===== src/signal_voter_alloc_and_vote_unit_assert.svh =====
// Assertion macros for the voting unit. Empty under synthesis.
`ifndef SIGNAL_VOTER_ALLOC_AND_VOTE_UNIT_ASSERT_SVH
`define SIGNAL_VOTER_ALLOC_AND_VOTE_UNIT_ASSERT_SVH

`ifndef SYNTHESIS
// Same-cycle implication, disabled while reset is asserted.
`define SVAV_ASSERT_NOW(label, clk, rst_n, ante, cons) \
  label: assert property (@(posedge clk) disable iff (!rst_n) (ante) |-> (cons)) \
    else $error("assertion failed");
// Next-cycle implication, disabled while reset is asserted.
`define SVAV_ASSERT_NEXT(label, clk, rst_n, ante, cons) \
  label: assert property (@(posedge clk) disable iff (!rst_n) (ante) |=> (cons)) \
    else $error("assertion failed");
`else
`define SVAV_ASSERT_NOW(label, clk, rst_n, ante, cons)
`define SVAV_ASSERT_NEXT(label, clk, rst_n, ante, cons)
`endif

`endif


===== src/svav_pkg.sv =====
package svav_pkg;

  localparam int HANDLE_W = 8;

  typedef logic [1:0] opcode_t;
  typedef logic [2:0] sig_sel_t;

  localparam opcode_t OP_ALLOC   = 2'd0;
  localparam opcode_t OP_RELEASE = 2'd1;
  localparam opcode_t OP_VOTE    = 2'd2;
  localparam opcode_t OP_ACK     = 2'd3;

  localparam sig_sel_t SEL_IRQ = 3'd0;
  localparam sig_sel_t SEL_NMI = 3'd1;
  localparam sig_sel_t SEL_RDY = 3'd2;
  localparam sig_sel_t SEL_BE  = 3'd3;

endpackage


===== src/svav_alloc.sv =====
// Lowest-free-bit finder: isolate the lowest zero bit of the allocation mask.
module svav_alloc #(
  parameter int VOTER_COUNT = 8
) (
  input  logic [VOTER_COUNT-1:0] alloc_mask,
  output logic [VOTER_COUNT-1:0] grant
);

  logic [VOTER_COUNT-1:0] mask_inc;

  // All ones wraps to zero, so a full mask grants nothing.
  assign mask_inc = alloc_mask + VOTER_COUNT'(1);
  assign grant    = ~alloc_mask & mask_inc;

endmodule


===== src/signal_voter_alloc_and_vote_unit.sv =====
// Throughput: one beat per cycle; input register, one logic stage, result register.
// busy is high during reset and in the cycle after it is released; otherwise low.
// Reset (rst_n, synchronous, active low) clears all voter and vote masks and the
// NMI edge flag. Results are strobed for one cycle; the receiver cannot stall.
`include "signal_voter_alloc_and_vote_unit_assert.svh"
module signal_voter_alloc_and_vote_unit
  import svav_pkg::*;
#(
  parameter int VOTER_COUNT = 8
) (
  input  logic                clk,
  input  logic                rst_n,
  input  logic                start,
  output logic                busy,
  input  opcode_t             in_opcode,
  input  logic [HANDLE_W-1:0] in_voter_mask,
  input  sig_sel_t            in_signal_select,
  input  logic                in_take_vote,
  output logic                out_valid,
  output logic [HANDLE_W-1:0] out_new_handle,
  output logic                out_irq_active,
  output logic                out_nmi_active,
  output logic                out_rdy_active,
  output logic                out_be_active,
  output logic                out_nmi_edge_flag
);

  // Width that holds both a port handle and a voter mask.
  localparam int WideW = (VOTER_COUNT > HANDLE_W) ? VOTER_COUNT : HANDLE_W;

  logic busy_r;
  logic accept;

  // Input register (one beat).
  logic                stg_valid_r;
  opcode_t             stg_op_r;
  logic [HANDLE_W-1:0] stg_mask_r;
  sig_sel_t            stg_sel_r;
  logic                stg_take_r;

  // Voting state.
  logic [VOTER_COUNT-1:0] alloc_r, alloc_nxt;
  logic [VOTER_COUNT-1:0] irq_r, irq_nxt;
  logic [VOTER_COUNT-1:0] nmi_r, nmi_nxt;
  logic [VOTER_COUNT-1:0] rdy_r, rdy_nxt;
  logic [VOTER_COUNT-1:0] be_r, be_nxt;
  logic                   nmi_edge_r, nmi_edge_nxt;

  // Result register.
  logic                out_valid_r;
  logic [HANDLE_W-1:0] out_handle_r, out_handle_nxt;
  logic                out_irq_r, out_nmi_r, out_rdy_r, out_be_r, out_edge_r;

  logic [WideW-1:0]       mask_wide;
  logic [VOTER_COUNT-1:0] handle;
  logic [VOTER_COUNT-1:0] grant;
  logic [WideW-1:0]       grant_wide;
  logic                   hit;

  // Hold busy while reset is asserted and in the cycle after it is released.
  assign busy   = busy_r || !rst_n;
  assign accept = start && !busy;

  always_ff @(posedge clk) begin
    busy_r <= !rst_n;
  end

  // Capture the incoming beat.
  always_ff @(posedge clk) begin
    if (!rst_n) begin
      stg_valid_r <= 1'b0;
    end else begin
      stg_valid_r <= accept;
    end
  end

  always_ff @(posedge clk) begin
    if (accept) begin
      stg_op_r   <= in_opcode;
      stg_mask_r <= in_voter_mask;
      stg_sel_r  <= in_signal_select;
      stg_take_r <= in_take_vote;
    end
  end

  // Drop handle bits beyond the voter count.
  assign mask_wide = WideW'(stg_mask_r);
  assign handle    = mask_wide[VOTER_COUNT-1:0];
  assign hit       = |(alloc_r & handle);

  svav_alloc #(
    .VOTER_COUNT(VOTER_COUNT)
  ) u_alloc (
    .alloc_mask(alloc_r),
    .grant     (grant)
  );

  assign grant_wide = WideW'(grant);

  always_comb begin
    alloc_nxt      = alloc_r;
    irq_nxt        = irq_r;
    nmi_nxt        = nmi_r;
    rdy_nxt        = rdy_r;
    be_nxt         = be_r;
    nmi_edge_nxt   = nmi_edge_r;
    out_handle_nxt = '0;
    if (stg_valid_r) begin
      unique case (stg_op_r)
        OP_ALLOC: begin
          alloc_nxt      = alloc_r | grant;
          out_handle_nxt = grant_wide[HANDLE_W-1:0];
        end
        OP_RELEASE: begin
          alloc_nxt = alloc_r & ~handle;
        end
        OP_VOTE: begin
          // Ignore the vote unless the handle touches an allocated voter.
          if (hit) begin
            case (stg_sel_r)
              SEL_IRQ: irq_nxt = stg_take_r ? (irq_r | handle) : (irq_r & ~handle);
              SEL_NMI: begin
                nmi_nxt = stg_take_r ? (nmi_r | handle) : (nmi_r & ~handle);
                if (stg_take_r && nmi_r == '0) begin
                  nmi_edge_nxt = 1'b1;
                end
              end
              SEL_RDY: rdy_nxt = stg_take_r ? (rdy_r | handle) : (rdy_r & ~handle);
              SEL_BE:  be_nxt  = stg_take_r ? (be_r | handle) : (be_r & ~handle);
              default: ;
            endcase
          end
        end
        OP_ACK: begin
          nmi_edge_nxt = 1'b0;
        end
        default: ;
      endcase
    end
  end

  always_ff @(posedge clk) begin
    if (!rst_n) begin
      alloc_r     <= '0;
      irq_r       <= '0;
      nmi_r       <= '0;
      rdy_r       <= '0;
      be_r        <= '0;
      nmi_edge_r  <= 1'b0;
      out_valid_r <= 1'b0;
    end else begin
      alloc_r     <= alloc_nxt;
      irq_r       <= irq_nxt;
      nmi_r       <= nmi_nxt;
      rdy_r       <= rdy_nxt;
      be_r        <= be_nxt;
      nmi_edge_r  <= nmi_edge_nxt;
      out_valid_r <= stg_valid_r;
    end
  end

  // Result shows the state after the beat.
  always_ff @(posedge clk) begin
    if (stg_valid_r) begin
      out_handle_r <= out_handle_nxt;
      out_irq_r    <= |irq_nxt;
      out_nmi_r    <= |nmi_nxt;
      out_rdy_r    <= |rdy_nxt;
      out_be_r     <= |be_nxt;
      out_edge_r   <= nmi_edge_nxt;
    end
  end

  // Drop the strobe while reset is asserted.
  assign out_valid         = out_valid_r && rst_n;
  assign out_new_handle    = out_handle_r;
  assign out_irq_active    = out_irq_r;
  assign out_nmi_active    = out_nmi_r;
  assign out_rdy_active    = out_rdy_r;
  assign out_be_active     = out_be_r;
  assign out_nmi_edge_flag = out_edge_r;

  `SVAV_ASSERT_NOW(a_handle_onehot, clk, rst_n, out_valid_r, $onehot0(out_handle_r))
  `SVAV_ASSERT_NEXT(a_handle_only_alloc, clk, rst_n, stg_valid_r && stg_op_r != OP_ALLOC, out_handle_r == '0)
  `SVAV_ASSERT_NEXT(a_grant_marked, clk, rst_n, stg_valid_r && stg_op_r == OP_ALLOC, (alloc_r & $past(grant)) == $past(grant))
  `SVAV_ASSERT_NOW(a_grant_free, clk, rst_n, grant != '0, (alloc_r & grant) == '0)
  `SVAV_ASSERT_NEXT(a_ack_clears, clk, rst_n, stg_valid_r && stg_op_r == OP_ACK, !nmi_edge_r && !out_edge_r)
  `SVAV_ASSERT_NEXT(a_one_result, clk, rst_n, stg_valid_r, out_valid_r)

endmodule


===== config.mk =====
export PLATFORM = sky130hd
export DESIGN_NAME = signal_voter_alloc_and_vote_unit
export DESIGN_NICKNAME = d
export VERILOG_FILES = /design/src/svav_pkg.sv /design/src/svav_alloc.sv /design/src/signal_voter_alloc_and_vote_unit.sv
export VERILOG_INCLUDE_DIRS = /design/src /design/src/src
export SDC_FILE = /design/constraint.sdc
export NUM_CORES = 1
export LEC_CHECK = 0
export ABC_AREA = 1
export BUFFER_PORTS_ARGS = -buffer_cell sky130_fd_sc_hd__buf_2
export CORE_MARGIN = 10
export CORE_UTILIZATION = 45
export CTS_CLUSTER_SIZE = 20
export DETAILED_ROUTE_END_ITERATION = 8
export PLACE_DENSITY = 0.64
export SETUP_SLACK_MARGIN = 0.1
export SLEW_MARGIN = 20
export SYNTH_ARGS = -nofsm -noshare
export SYNTH_HDL_FRONTEND = slang
export SYNTH_SLANG_ARGS = --single-unit

===== constraint.sdc =====
create_clock -name clk -period 4.8 [get_ports clk]
set_input_delay 0.48 -clock clk [delete_from_list [all_inputs] [get_ports clk]]
set_output_delay 0.48 -clock clk [all_outputs]
set_load 0.05 [all_outputs]

; Word level (Yosys, flattened, before mapping)
; Cells that the tools add are included.
[word_totals]
regBits = 71
input_bits = 17
word_cells = 82
[classes]
n_addsub = 1
n_eq_ne = 6
n_mux = 26
bitwise_logic = 14
n_reduce_logical = 16
[op_table]
columns = operator, count
row1 = 8-bit two-way mux, 20
row2 = 8-bit AND, 7
row3 = 8-bit bitwise OR, 5
row4 = 8-bit OR reduction, 5
row5 = 8-bit inverter, 2
row6 = 8-bit case mux with 2 select lines, 1
row7 = 8-bit by 1-bit adder with 8-bit output (second input constant), 1
row8 = 8-bit logical NOT, 1
row9 = 3-bit by 2-bit equality test with 1-bit output (second input constant), 2
row10 = 2-bit equality test (second input constant), 2
row11 = 1-bit two-way mux, 4
row12 = 3-bit by 1-bit equality test with 1-bit output (second input constant), 1
row13 = 1-bit logical AND, 3
row14 = 3-bit logical NOT, 1
row15 = 2-bit by 1-bit equality test with 1-bit output (second input constant), 1
row16 = 1-bit logical NOT, 2
row17 = 2-bit logical NOT, 1
row18 = 1-bit case mux with 2 select lines, 1
row19 = 2-bit AND reduction, 1
row20 = 2-bit nonzero test, 1
row21 = 1-bit logical OR, 1

; Logic depth before layout (Yosys ltp)
[logic_depth]
ltp_word = 8
mapped_depth = 11

; Modules after synthesis
; A second synthesis with hierarchy kept.
[unflattened]
hier_cells = 492
hier_area_um2 = 3604.7
[by_module_without_submodules]
columns = mod, instances, cells_each, area_each_um2, seq_area_each_um2
row1 = signal_voter_alloc_and_vote_unit, 1, 475, 3527.1, 1691.6
row2 = svav_alloc, 1, 17, 77.6, 0.0

; Least setup slack after synthesis
; Ideal clock, no wire load.
[synth_path]
path_kind = input to register
start = input port rst_n
end = register stg_mask_r[0] (netlist: handle[0]) (enable)
setup_ps = 384
t_arrival_ps = 1604
t_required_ps = 4416
slack_ps = 2811
stages = 3
path_buffers = 0
path_cell_list = inv_1 > or2_2 > nor2_1
[synth_via]
elab_chain_len = 4
[synth_lines]
columns = item, line
row1 = "start, declared", signal_voter_alloc_and_vote_unit.sv:12  ; input logic rst_n,
row2 = 1-bit logical NOT, -
row3 = 1-bit logical OR, signal_voter_alloc_and_vote_unit.sv:61  ; assign busy = busy_r || !rst_n;
row4 = via busy, signal_voter_alloc_and_vote_unit.sv:14  ; output logic busy,
row5 = 1-bit logical NOT, signal_voter_alloc_and_vote_unit.sv:62  ; assign accept = start && !busy;
row6 = 1-bit logical AND, signal_voter_alloc_and_vote_unit.sv:62
row7 = via accept, signal_voter_alloc_and_vote_unit.sv:32  ; logic accept;
row8 = "end signal, assigned", signal_voter_alloc_and_vote_unit.sv:80  ; stg_mask_r <= in_voter_mask;
row9 = "end, declared", signal_voter_alloc_and_vote_unit.sv:37  ; logic [HANDLE_W-1:0] stg_mask_r;
; The timed path passes the listed nets, and every way through them passes these cells.
; A chain may end at the register's enable or synchronous reset.

; Worst setup path in the final report
[layout_path]
start = register stg_valid_r
end = register out_nmi_r (netlist: out_nmi_active) (data pin)
[layout_via]
elab_chain_len = 2
[layout_lines]
columns = item, line
row1 = "start, declared", signal_voter_alloc_and_vote_unit.sv:35  ; logic stg_valid_r;
row2 = "start signal, assigned", signal_voter_alloc_and_vote_unit.sv:73  ; stg_valid_r <= accept;
row3 = 8-bit two-way mux, signal_voter_alloc_and_vote_unit.sv:108  ; if (stg_valid_r) begin
row4 = 8-bit OR reduction, signal_voter_alloc_and_vote_unit.sv:167  ; out_nmi_r <= |nmi_nxt;
row5 = "end signal, assigned", signal_voter_alloc_and_vote_unit.sv:167
row6 = "end, declared", signal_voter_alloc_and_vote_unit.sv:52  ; logic out_irq_r, out_nmi_r, out_rdy_r, out_be_r, out_edge_r;
; Every way passes these cells.

==> impl_metrics.py <==
metrics = {
    "outcome": {
        "status": "completed",
    },
    "critical_path": {
        "critPathCaptureType": "flip-flop",
        "path_class": "flip-flop to flip-flop",
        "path_max_fanout": 52,
        "required_ns": 4.90,
        "worstRegToRegCells": 7,
        "startpoint_type": "flip-flop",
        "worstPathArrival_ns": 2.56,
    },
    "clock_tree": {
        "insertion_delay_ns": 0.35,
        "clock-sinks": 71,
        "htree_levels": 3,
        "clockBufferDepth": 2,
        "cts_buffers": 9,
        "ctsHoldBuffers": 0,
        "cts_resized": 0,
        "cts_root_buffer": "clkbuf_8",
        "cts.clk_slew.worst_paths_ns": 0.08,
        "cts_tree": "yes",
        "cts_setup_buffers": 0,
    },
    "global_routing": {
        "grt_pass1_wl_um": 13560,
        "grt_max_degree": 53,
        "grt_util_all_layers_pct": 14.45,
        "antenna_found_initial": 0,
        "grt_overflow_total": 0,
        "grt_pass1_vias": 2821,
    },
    "place": {
        "dp.cells": 590,
        "numPortBuffers": 31,
        "gp_congestion": 0.8143,
        "dpl_cell_area_mm2": 0.003731,
        "dp_slack_ns": 2.250,
        "dp_hpwl_um": 5880,
    },
    "routing": {
        "wl_um": 8231,
        "dr.pass1.iters": 4,
        "wl_per_cell_um": 13.58,
        "drc_errors": 0,
        "met3_length_um": 628,
        "drt-met1-wl_um": 3734,
        "drt_iter0_drc": 203,
        "avgViaCountPerCell": 5.013,
        "top_layer": "met4",
        "ant_nets": 0,
        "num_vias": 3038,
        "met2_length_um": 3744,
    },
    "synth": {
        "synth_seq_cells": 71,
        "synthTopCellsByArea": "dfxtp_1 (25%), edfxtp_1 (23%), nand2_1 (16%)",
        "syn-num-nets": 489,
        "yosysSeqAreaShare_pct": 47.42,
        "synth_top_area_share_pct": 24.69,
        "post_synth.cell_area_avg_um2": 7.558,
        "syn_area_mm2": 0.003567,
        "ys_types": 29,
        "synthCells": 472,
        "netlist.top_cell.by_area": "dfxtp_1",
        "ys_warn_count": 0,
    },
    "sta": {
        "finalCriticalPeriod_ns": 2.453,
        "fmax_mhz": 407.6,
        "worst_slew_pin_slew_ns": 0.7906,
        "slew_headroom_pct": 47.00,
        "rsz0062_at_grt": "false",
        "finalSetupTns_ns": 0,
        "hold_viol": 0,
        "post-route-period-util_pct": 51.11,
        "skew_ns": 0.008330,
        "setup_ws_ns": 2.347,
        "finalMaxSlewViolations": 0,
        "setup_viol": 0,
    },
    "hold_path": {
        "worstHoldPathCells": 1,
        "holdCritPathClass": "primary input to flip-flop",
    },
    "floorplan": {
        "die-area_mm2": 0.01189,
        "rows": 32,
        "die_y_um": 109.0,
        "initial_core_util_pct": 46.16,
        "core_mm2": 0.007727,
        "io_pins": 32,
        "die_w_um": 109.0,
    },
    "power_and_ir_drop": {
        "p_total_w": 0.001209,
        "power_density_mw_per_mm2": 306.4,
        "ir_worst_vdd_uv": 160.3,
        "leakage_nw": 1.783,
    },
    "finish": {
        "layout_commonest_cell": "nand2_1",
        "final_cells": 606,
        "syn2layout_area_growth_pct": 10.63,
        "fin_area_mm2": 0.003946,
        "antenna-diode-count": 0,
        "mostFrequentLayoutCells": "nand2_1 (154), inv_1 (51), nor2_1 (48)",
        "fin_nets": 516,
        "drive_gt1_share_pct": 16.07,
    },
    "flow_run": {
        "cap_violations": 0,
    },
}
-- worst max-delay path, stage by stage (launching register included) --
cell and delay [ns]:
dfxtp_1 0.83, nand2_1 0.22, nor2_4 0.38, nand2_8 0.27, o21ai_1 0.26, nand2_1 0.08
nor2_1 0.09, nand2_1 0.05
-- flip-flops by register name (all words and copies together) (netlist names), 2 cells and up --
| name | cells |
|---|---|
| be_r | 8 |
| stg_sel_r | 3 |
| stg_op_r | 2 |
| alloc_r | 8 |
| out_new_handle | 8 |
| irq_r | 8 |
| handle | 8 |
| rdy_r | 8 |
| nmi_r | 8 |
-- cell usage after synthesis --
cell and count:
o21ai_1 19, o21ai_0 37, nor2_4 2, nand2_8 1, nor3_1 6, nand3_1 10
nand2_2 5, nand2_1 154, nor2_1 49, nand4_1 10, inv_1 51, or2_2 1
edfxtp_1 27, a211oi_1 3, inv_2 2, buf_4 1, nor3b_1 1, a31oi_1 1
o21ai_2 17, a21oi_1 7, nor3_2 1, and3_1 1, clkbuf_1 5, dfxtp_1 44
buf_6 8, nor4_1 2, nor2_2 4, nand2_4 1, buf_2 2
-- area by class of cell --
type	count	area (um2)
fill	792	3781
sequential	71	1692
multi-input combinational	332	1553
inverter	53	198.9
timing repair buffer	32	162.7
clock buffer	10	127.6
tap	102	127.6
clock inverter	6	85.08
-- through the flow --
step | utilization [%] | hold WS (ns)
finish | 51.07 | 0.3056
floorplan | - | 0.4591
CTS | 51.04 | 0.2971
detailed placement | 48.28 | 0.4907
global route | 51.07 | 0.2915
global placement | 48.28 | 0.4810
-- metal layers --
layer  vias to the layer above  track usage, %
met3                        15           3.835
met5                         -               0
li1                       1577               -
met1                      1382           18.77
met2                        64           22.02
met4                         0           6.497
-- kinds of logic (layout without fill, tap and decap cells) --
group	after synthesis	count (layout)	synth area share, %
flops	71	71	47.42
buf+inv	69	101	9.120
compound gates	84	84	13.82
simple gates	248	248	29.64
-- report_power, final --
part	internal, W	leakage, nW	switching, W	total (W)
clock network	0.000291	0.104	0.000227	0.000518
registers	0.000631	0.608	0.0000106	0.000642
logic	0.0000130	1.07	0.0000359	0.0000489
total	0.000935	1.78	0.000274	0.00121
-- path summary, 6_finish.rpt --
path / slack, ns / end / startpoint
worst max-delay path: 2.35 / out_nmi_active$_DFFE_PP_ / stg_valid_r$_SDFF_PN0_
worst min-delay path: 0.31 / handle[5]$_DFFE_PP_ / in_voter_mask[5]
worst max register to register: 2.35 / out_nmi_active$_DFFE_PP_ / stg_valid_r$_SDFF_PN0_
worst min register to register: 0.51 / alloc_r[7]$_SDFFE_PN0P_ / alloc_r[7]$_SDFFE_PN0P_
No activity file was read; power rests on OpenSTA's default activity.
